### src/sv/gra_pkg.sv
package gra_pkg;

    // averaging window is 2^AVG_SHIFT samples
    localparam int AVG_SHIFT  = 9;
    // counter value that ends the skip window while on the pad
    localparam int HOLD_COUNT = 1024;

    localparam int SUM_COUNT = 1 << AVG_SHIFT;
    localparam int CNT_MAX   = (HOLD_COUNT > SUM_COUNT) ? HOLD_COUNT : SUM_COUNT;
    localparam int CNT_W     = $clog2(CNT_MAX + 1);

    // field widths
    localparam int PRES_W = 24;
    localparam int SMP_W  = 16;
    localparam int RATE_W = 25;

    // accumulator widths, sized so they never overflow
    localparam int P_ACC_W = PRES_W + AVG_SHIFT;
    localparam int A_ACC_W = SMP_W + AVG_SHIFT;
    localparam int SAT_W   = (A_ACC_W > RATE_W) ? A_ACC_W : RATE_W;

    localparam logic signed [RATE_W-1:0] RATE_MAX = 25'sh0FFFFFF;
    localparam logic signed [RATE_W-1:0] RATE_MIN = 25'sh1000000;

    // one sensor sample
    typedef struct packed {
        logic [PRES_W-1:0]           pressure;
        logic [3:0][SMP_W-1:0]       accel;    // axial, along, across, through
        logic [2:0][SMP_W-1:0]       rate;     // pitch, yaw, roll
        logic                        on_pad;
    } sample_t;

    // input stage contents
    typedef struct packed {
        logic    vld;
        sample_t smp;
    } in_stage_t;

    // one result
    typedef struct packed {
        logic                        ready_res;
        logic                        refs_updated;
        logic [PRES_W-1:0]           ground_pressure;
        logic [3:0][SMP_W-1:0]       ground_accel;
        logic [2:0][RATE_W-1:0]      ground_rate;
    } result_t;

    // clamp a rate sum into the 25-bit reference range
    function automatic logic [RATE_W-1:0] sat_rate(input logic signed [A_ACC_W-1:0] s);
        logic signed [SAT_W-1:0] w;
        logic signed [SAT_W-1:0] hi;
        logic signed [SAT_W-1:0] lo;
        w  = SAT_W'(s);
        hi = SAT_W'(RATE_MAX);
        lo = SAT_W'(RATE_MIN);
        if (w > hi) begin
            w = hi;
        end else if (w < lo) begin
            w = lo;
        end
        return RATE_W'(w);
    endfunction

endpackage

### src/sv/gra_in_reg.sv
module gra_in_reg (
    input  logic                 aclk,
    input  logic                 aresetn,
    input  logic                 s_valid,
    input  gra_pkg::sample_t     s_smp,
    input  logic                 advance,
    output logic                 s_ready,
    output gra_pkg::in_stage_t   stage
);

    logic             vld_reg;
    logic             vld_next;
    gra_pkg::sample_t smp_reg;

    // take a new request when empty or when the held one moves on
    assign s_ready  = !vld_reg || advance;
    assign vld_next = s_ready ? s_valid : vld_reg;

    always_ff @(posedge aclk) begin
        if (!aresetn) begin
            vld_reg <= 1'b0;
        end else begin
            vld_reg <= vld_next;
        end
    end

    // payload, no reset needed
    always_ff @(posedge aclk) begin
        if (s_valid && s_ready) begin
            smp_reg <= s_smp;
        end
    end

    assign stage.vld = vld_reg;
    assign stage.smp = smp_reg;

endmodule

### src/sv/gra_core.sv
module gra_core (
    input  logic               aclk,
    input  logic               aresetn,
    input  logic               fire,
    input  gra_pkg::sample_t   smp,
    output gra_pkg::result_t   res
);

    localparam logic [gra_pkg::CNT_W-1:0] SUM_C  = gra_pkg::CNT_W'(gra_pkg::SUM_COUNT);
    localparam logic [gra_pkg::CNT_W-1:0] HOLD_C = gra_pkg::CNT_W'(gra_pkg::HOLD_COUNT);
    localparam logic [gra_pkg::CNT_W-1:0] MAX_C  = gra_pkg::CNT_W'(gra_pkg::CNT_MAX);

    logic [gra_pkg::CNT_W-1:0]          cnt_reg, cnt_next;
    logic                               startup_reg, startup_next;
    logic [gra_pkg::P_ACC_W-1:0]        p_acc_reg, p_acc_next;
    logic signed [gra_pkg::A_ACC_W-1:0] a_acc_reg [4];
    logic signed [gra_pkg::A_ACC_W-1:0] a_acc_next [4];
    logic signed [gra_pkg::A_ACC_W-1:0] r_acc_reg [3];
    logic signed [gra_pkg::A_ACC_W-1:0] r_acc_next [3];
    logic [gra_pkg::PRES_W-1:0]         gp_reg, gp_next;
    logic [3:0][gra_pkg::SMP_W-1:0]     ga_reg, ga_next;
    logic [2:0][gra_pkg::RATE_W-1:0]    gr_reg, gr_next;
    logic                               add_smp;
    logic                               latch;
    logic                               count_only;

    // decide what this sample does
    always_comb begin
        add_smp    = 1'b0;
        latch      = 1'b0;
        count_only = 1'b0;
        if (fire && (startup_reg || smp.on_pad)) begin
            if (cnt_reg < SUM_C) begin
                add_smp = 1'b1;
            end else if (!startup_reg && (cnt_reg < HOLD_C)) begin
                count_only = 1'b1;
            end else begin
                latch = 1'b1;
            end
        end
    end

    // accumulate, or latch the references and clear the sums
    always_comb begin
        cnt_next     = cnt_reg;
        startup_next = startup_reg;
        p_acc_next   = p_acc_reg;
        gp_next      = gp_reg;
        ga_next      = ga_reg;
        gr_next      = gr_reg;
        for (int i = 0; i < 4; i++) begin
            a_acc_next[i] = a_acc_reg[i];
        end
        for (int i = 0; i < 3; i++) begin
            r_acc_next[i] = r_acc_reg[i];
        end
        if (add_smp) begin
            cnt_next   = gra_pkg::CNT_W'(cnt_reg + 1'b1);
            p_acc_next = p_acc_reg + gra_pkg::P_ACC_W'(smp.pressure);
            for (int i = 0; i < 4; i++) begin
                a_acc_next[i] = a_acc_reg[i]
                              + gra_pkg::A_ACC_W'($signed(smp.accel[i]));
            end
            for (int i = 0; i < 3; i++) begin
                r_acc_next[i] = r_acc_reg[i]
                              + gra_pkg::A_ACC_W'($signed(smp.rate[i]));
            end
        end else if (count_only) begin
            cnt_next = gra_pkg::CNT_W'(cnt_reg + 1'b1);
        end else if (latch) begin
            cnt_next     = '0;
            startup_next = 1'b0;
            p_acc_next   = '0;
            gp_next      = gra_pkg::PRES_W'(p_acc_reg >> gra_pkg::AVG_SHIFT);
            for (int i = 0; i < 4; i++) begin
                // arithmetic shift rounds toward minus infinity
                ga_next[i]    = gra_pkg::SMP_W'(a_acc_reg[i] >>> gra_pkg::AVG_SHIFT);
                a_acc_next[i] = '0;
            end
            for (int i = 0; i < 3; i++) begin
                gr_next[i]    = gra_pkg::sat_rate(r_acc_reg[i]);
                r_acc_next[i] = '0;
            end
        end
    end

    // state registers
    always_ff @(posedge aclk) begin
        if (!aresetn) begin
            cnt_reg     <= '0;
            startup_reg <= 1'b1;
            p_acc_reg   <= '0;
            gp_reg      <= '0;
            ga_reg      <= '0;
            gr_reg      <= '0;
            for (int i = 0; i < 4; i++) begin
                a_acc_reg[i] <= '0;
            end
            for (int i = 0; i < 3; i++) begin
                r_acc_reg[i] <= '0;
            end
        end else begin
            cnt_reg     <= cnt_next;
            startup_reg <= startup_next;
            p_acc_reg   <= p_acc_next;
            gp_reg      <= gp_next;
            ga_reg      <= ga_next;
            gr_reg      <= gr_next;
            for (int i = 0; i < 4; i++) begin
                a_acc_reg[i] <= a_acc_next[i];
            end
            for (int i = 0; i < 3; i++) begin
                r_acc_reg[i] <= r_acc_next[i];
            end
        end
    end

    // result reflects the state after this sample
    assign res.ready_res       = !startup_next;
    assign res.refs_updated    = latch;
    assign res.ground_pressure = gp_next;
    assign res.ground_accel    = ga_next;
    assign res.ground_rate     = gr_next;

`ifndef SYNTHESIS
    // startup mode is left once and never re-entered
    a_startup_once: assert property (@(posedge aclk) disable iff (!aresetn)
        !startup_reg |=> !startup_reg)
        else $error("startup mode re-entered");

    // counter stays within its window
    a_cnt_range: assert property (@(posedge aclk) disable iff (!aresetn)
        cnt_reg <= MAX_C)
        else $error("sample counter out of range");

    // a latch restarts the count and clears the pressure sum
    a_latch_clear: assert property (@(posedge aclk) disable iff (!aresetn)
        latch |=> (cnt_reg == '0) && (p_acc_reg == '0) && !startup_reg)
        else $error("latch did not restart averaging");

    // no state moves without a request
    a_idle_hold: assert property (@(posedge aclk) disable iff (!aresetn)
        !fire |=> $stable(cnt_reg) && $stable(gp_reg))
        else $error("state changed without a request");
`endif

endmodule

### src/sv/gra_out_reg.sv
module gra_out_reg (
    input  logic               aclk,
    input  logic               aresetn,
    input  logic               fire,
    input  gra_pkg::result_t   res,
    input  logic               m_ready,
    output logic               advance,
    output logic               m_valid,
    output gra_pkg::result_t   m_res
);

    logic             vld_reg;
    logic             vld_next;
    gra_pkg::result_t res_reg;

    // register can load when empty or being drained
    assign advance  = !vld_reg || m_ready;
    assign vld_next = advance ? fire : vld_reg;

    always_ff @(posedge aclk) begin
        if (!aresetn) begin
            vld_reg <= 1'b0;
        end else begin
            vld_reg <= vld_next;
        end
    end

    always_ff @(posedge aclk) begin
        if (fire) begin
            res_reg <= res;
        end
    end

    assign m_valid = vld_reg;
    assign m_res   = res_reg;

endmodule

### src/sv/ground_reference_averager_top.sv
// path: a request waits in the input stage register, then the core processes it
// into the result register that drives m_tvalid; throughput: one sample per cycle
// unless m_tready stalls the output, set by the single-pass accumulate/latch step
// reset: aresetn synchronous active low; clears sums, counter and references,
// enters startup averaging and empties both stage registers
module ground_reference_averager_top (
    input  logic           aclk,
    input  logic           aresetn,
    input  logic           s_tvalid,
    output logic           s_tready,
    // pressure[23:0], accel_axial, accel_along, accel_across, accel_through,
    // rate_pitch, rate_yaw, rate_roll (16 bits each)
    input  logic [135:0]   s_tdata,
    // on_pad
    input  logic [0:0]     s_tuser,
    output logic           m_tvalid,
    input  logic           m_tready,
    // ground_pressure[23:0], ground_accel, ground_along, ground_across,
    // ground_through (16 bits each), ground_pitch_sum, ground_yaw_sum,
    // ground_roll_sum (25 bits each), zero fill [167:163]
    output logic [167:0]   m_tdata,
    // ready_res, refs_updated
    output logic [1:0]     m_tuser
);

    gra_pkg::sample_t   s_smp;
    gra_pkg::in_stage_t stage;
    gra_pkg::result_t   core_res;
    gra_pkg::result_t   out_res;
    logic               advance;
    logic               fire;

    // unpack the request
    assign s_smp.pressure = s_tdata[23:0];
    assign s_smp.accel[0] = s_tdata[39:24];
    assign s_smp.accel[1] = s_tdata[55:40];
    assign s_smp.accel[2] = s_tdata[71:56];
    assign s_smp.accel[3] = s_tdata[87:72];
    assign s_smp.rate[0]  = s_tdata[103:88];
    assign s_smp.rate[1]  = s_tdata[119:104];
    assign s_smp.rate[2]  = s_tdata[135:120];
    assign s_smp.on_pad   = s_tuser[0];

    gra_in_reg u_in_reg (
        .aclk    (aclk),
        .aresetn (aresetn),
        .s_valid (s_tvalid),
        .s_smp   (s_smp),
        .advance (advance),
        .s_ready (s_tready),
        .stage   (stage)
    );

    // held sample is processed when the result register can take it
    assign fire = stage.vld && advance;

    gra_core u_core (
        .aclk    (aclk),
        .aresetn (aresetn),
        .fire    (fire),
        .smp     (stage.smp),
        .res     (core_res)
    );

    gra_out_reg u_out_reg (
        .aclk    (aclk),
        .aresetn (aresetn),
        .fire    (fire),
        .res     (core_res),
        .m_ready (m_tready),
        .advance (advance),
        .m_valid (m_tvalid),
        .m_res   (out_res)
    );

    // pack the result
    assign m_tuser[0]        = out_res.ready_res;
    assign m_tuser[1]        = out_res.refs_updated;
    assign m_tdata[23:0]     = out_res.ground_pressure;
    assign m_tdata[39:24]    = out_res.ground_accel[0];
    assign m_tdata[55:40]    = out_res.ground_accel[1];
    assign m_tdata[71:56]    = out_res.ground_accel[2];
    assign m_tdata[87:72]    = out_res.ground_accel[3];
    assign m_tdata[112:88]   = out_res.ground_rate[0];
    assign m_tdata[137:113]  = out_res.ground_rate[1];
    assign m_tdata[162:138]  = out_res.ground_rate[2];
    assign m_tdata[167:163]  = '0;

endmodule

### config.mk
export PLATFORM = sky130hd
export DESIGN_NAME = ground_reference_averager_top
export DESIGN_NICKNAME = d
export VERILOG_FILES = /design/src/sv/gra_pkg.sv /design/src/sv/gra_in_reg.sv /design/src/sv/gra_core.sv /design/src/sv/gra_out_reg.sv /design/src/sv/ground_reference_averager_top.sv
export SDC_FILE = /design/constraint.sdc
export NUM_CORES = 1
export LEC_CHECK = 0
export BUFFER_PORTS_ARGS = -buffer_cell sky130_fd_sc_hd__buf_2
export CORE_ASPECT_RATIO = 1.1
export CORE_MARGIN = 4
export CORE_UTILIZATION = 29
export CTS_CLUSTER_SIZE = 8
export DETAILED_ROUTE_END_ITERATION = 8
export GPL_TIMING_DRIVEN = 0
export MAX_ROUTING_LAYER = met4
export RECOVER_POWER = 50
export SYNTH_ARGS = -nofsm -noshare
export SYNTH_HDL_FRONTEND = slang
export SYNTH_SLANG_ARGS = --single-unit
### constraint.sdc
create_clock -name aclk -period 12.6 [get_ports aclk]
set_input_delay 1.26 -clock aclk [delete_from_list [all_inputs] [get_ports aclk]]
set_output_delay 1.26 -clock aclk [all_outputs]
set_load 0.01 [all_outputs]
==> results by group <==
Floorplanning
  • Initial Util: 0.292
  • Die W: about 320 um
  • Core Rows: about 130
  • # IOs: 313
  • Core Area: 109,000 um2
  • Full die area: between 100,000 and 150,000 um2
  • Die H: 356 um

STA
  • Pins over their slew limit: 142
  • Final Hold Fails: 0
  • Worst-Margin Slew: 3.76 ns
  • Relative slew margins: -1.51
  • RSZ-0062 raised after global routing: no
  • Setup Skew: approximately 0.025 ns
  • Final worst path period need: 5.87 ns
  • Fin Setup TNS: 0 ns
  • Fmax: 170 MHz
  • Final Setup Violations: 0
  • Final period util: 0.466

Final layout
  • Most common cell after layout, fill and taps aside: nand2_1
  • Area growth syn-to-layout: 19.1%
  • Finished Cell Area: 37,900 um2
  • Fin nets: 3,921
  • Flip-flop count of the largest register after layout: between 150 and 200
  • Share of cells above drive strength 1: 0.0708
  • Seq. cell area: 16,800 um2
  • Commonest cells after routing, fill and taps aside: nand2_1 (665), dfxtp_1 (385), clkbuf_1 (369)
  • Fill cell count: 11,100
  • Area of the multi-input gates: between 10,000 and 15,000 um2

Power and ir drop
  • Power density over the cells: about 150 nW/um2
  • Sw frac: 0.262
  • Clock share of power: 0.440
  • Comb power frac: 0.118
  • VDD IR-drop max: roughly 0.000095 V
  • Leak: 15.6 nW
  • Cell-internal power: between 0.004 and 0.005 W
  • Sequential share of power: 0.442
  • Psw: ~0.0015 W

Yosys
  • Mapped Area: between 30,000 and 40,000 um2
  • Avg Cell Area, Syn: 10.1 um2
  • #FFs+latches synth: 687
  • Number of distinct library cells after synthesis: 78
  • Synth Instances: about 3,200
  • Post-synthesis async set-or-reset flop share: 0
  • Post-synthesis sequential area ratio: 0.527
  • Warnings from Yosys: 0
  • Prevailing post-synth register cell: dfxtp_1
  • Number of synthesized flops with an enable pin: 302

Route
  • DRT antenna net count: 0
  • Routed vias/inst: 4.74
  • Routed WL: 94,900 um
  • DRT iter0 DRCs: 1,261
  • Detailed-route via count: 24,100
  • # DRC: 0
  • WL/cell: about 19 um
  • TritonRoute pass-1 iters: 5

CTS
  • Root Driver: clkbuf_16
  • Sink Count: 687
  • Htree depth: 3
  • CTS clk-pin slew, worst paths: about 0.050 ns
  • CTS Buf Count: roughly 100
  • CTS Hold Bufs: 0
  • Max clock buf depth: 3
  • Insertion delay to the later sink of the worst-skew pair: 0.67 ns
  • CTS-repair resized insts: 0
  • # Post-CTS Setup Buffers: 0
  • CTS tree: done

Setup path
  • Buf/Inv on CP: 2
  • Required @ worst endpoint: around 13 ns
  • CP Class: in -> reg
  • CP delay by family, top: buffers and inverters
  • CP Cell Sequence: buf_2 -> nor2b_1 -> nand2_1 -> and2_0 -> clkbuf_1
  • Crit Path Max Fanout: 62
  • Critical path arrival: 6.03 ns
  • CP max stage delay: 2.74 ns
  • Critical-path top delay cell: clkbuf_1
  • Reg-to-reg critical path startpoint: u_out_reg.m_valid
  • Worst Setup SP: m_tready
  • Crit end category: flip-flop
  • CP Launch Type: input pin

Placed design
  • DP Wirelength: 67,600 um
  • DP Area: 35,300 um2
  • Port bufs: 307
  • Final GP Congestion: 0.869

Min path
  • Hold_sp: u_core.p_acc_reg[8]
  • Hold crit path type: reg -> reg

Status
  • Failing checks: max-capacitance violations, max-slew violations
  • Status: finished with violations

Job
  • Max Cap Viol: 3

GRT
  • Vias in the first global route: 23,500
  • Initial antenna violation count: 11
  • Tot GR Track Use: 0.166
  • First-pass GRT wire length: 142,000 um
  • Grt ovf: 0
  • Largest net degree at the start of global routing: 100
-- layout make-up --
type	instances	area share
tap	1419	0.0468
antenna	5	0.000330
buffer	120	0.0125
timing repair buffer	311	0.0356
inverter	71	0.00722
clock buffer	171	0.0732
sequential	687	0.442
multi-input combinational	2290	0.378
clock inverter	10	0.00376
-- final timing paths --
kind                                             to  slack, ns  depth (start not counted)
worst min register to register  u_core.p_acc_reg[8]       0.46                          2
worst min-delay path            u_core.p_acc_reg[8]       0.46                          2
worst max-delay path             u_in_reg.stage[55]       6.73                          5
worst max register to register   u_in_reg.stage[55]       6.99                          4
-- metrics by stage --
step / util / hold slack (ns) / setup WS, ns / instances / total power, W
2_1_floorplan: - / 0.429 / 5.58 / 3168 / 0.00301
3_3_place_gp: 0.323 / 0.441 / 0.484 / 4894 / 0.00323
3_5_place_dp: 0.324 / 0.456 / 6.08 / 4898 / 0.00324
4_1_cts: 0.351 / 0.469 / 6.79 / 5079 / 0.00578
5_1_grt: 0.348 / 0.491 / 6.24 / 5083 / 0.00596
6_report: 0.348 / 0.460 / 6.73 / 5084 / 0.00569
-- logic make-up (layout without fill, tap and decap cells) --
group	count (synthesis)	in the layout	synth area share
other	1	10	0.000118
muxes	7	7	0.00220
adders and majority gates	201	201	0.0808
AOI/OAI and AO/OA	704	704	0.143
and+or+nand+nor	1202	1202	0.177
xor gates and xnor gates	171	171	0.0470
DFF	687	687	0.527
buffers and inverters	191	683	0.0231
-- tightest hold or removal path, delay by kind of cell, from the launching register on --
kind,cells,cell delay (ns)
AND/OR/NAND/NOR,1,0.05
AO/OA/AOI/OAI,1,0.05
flip-flops,1,0.33
-- layer usage --
metal	vias up	routed length, um	GRT usage
met1	11400	43700	0.215
met4	0	3020	0.0559
met3	139	4620	0.0281
met2	548	43500	0.266
met5	-	0	-
li1	12000	-	-
-- synthesized netlist by cell type, types with 6 or more instances --
cell type,count,share of area
o21bai_1,19,0.0045
nor2b_1,100,0.020
dfxtp_1,385,0.24
xor2_1,87,0.024
a22oi_1,69,0.016
nand3_1,29,0.0046
o21ai_0,163,0.026
a31oi_1,19,0.0037
a32oi_1,8,0.0022
edfxtp_1,302,0.28
inv_1,70,0.0082
a211oi_1,15,0.0035
or3_1,20,0.0039
and2_1,184,0.036
o211ai_1,6,0.0014
nand2b_1,24,0.0047
o21ai_1,24,0.0038
nor2_1,89,0.010
mux2i_1,7,0.0022
clkbuf_1,111,0.013
a21oi_1,159,0.025
and3_1,19,0.0037
o21a_1,25,0.0059
o22ai_1,11,0.0022
fa_1,8,0.0050
nand4_1,16,0.0031
nor3_1,20,0.0031
a211o_1,12,0.0033
a21o_1,94,0.022
nand2_1,665,0.078
ha_1,193,0.076
xnor2_1,84,0.023
o31ai_1,12,0.0028
-- power by group through the flow --
stage	Combinational, W	Clock (W)	Sequential (W)
final	0.000673	0.00250	0.00251
after CTS	0.000688	0.00258	0.00251
after global routing	0.000758	0.00268	0.00252
after detailed placement	0.000684	0	0.00255
after global placement	0.000669	0	0.00257
after floorplan	0.000472	0	0.00254
Power figures use the tool's default switching activity.
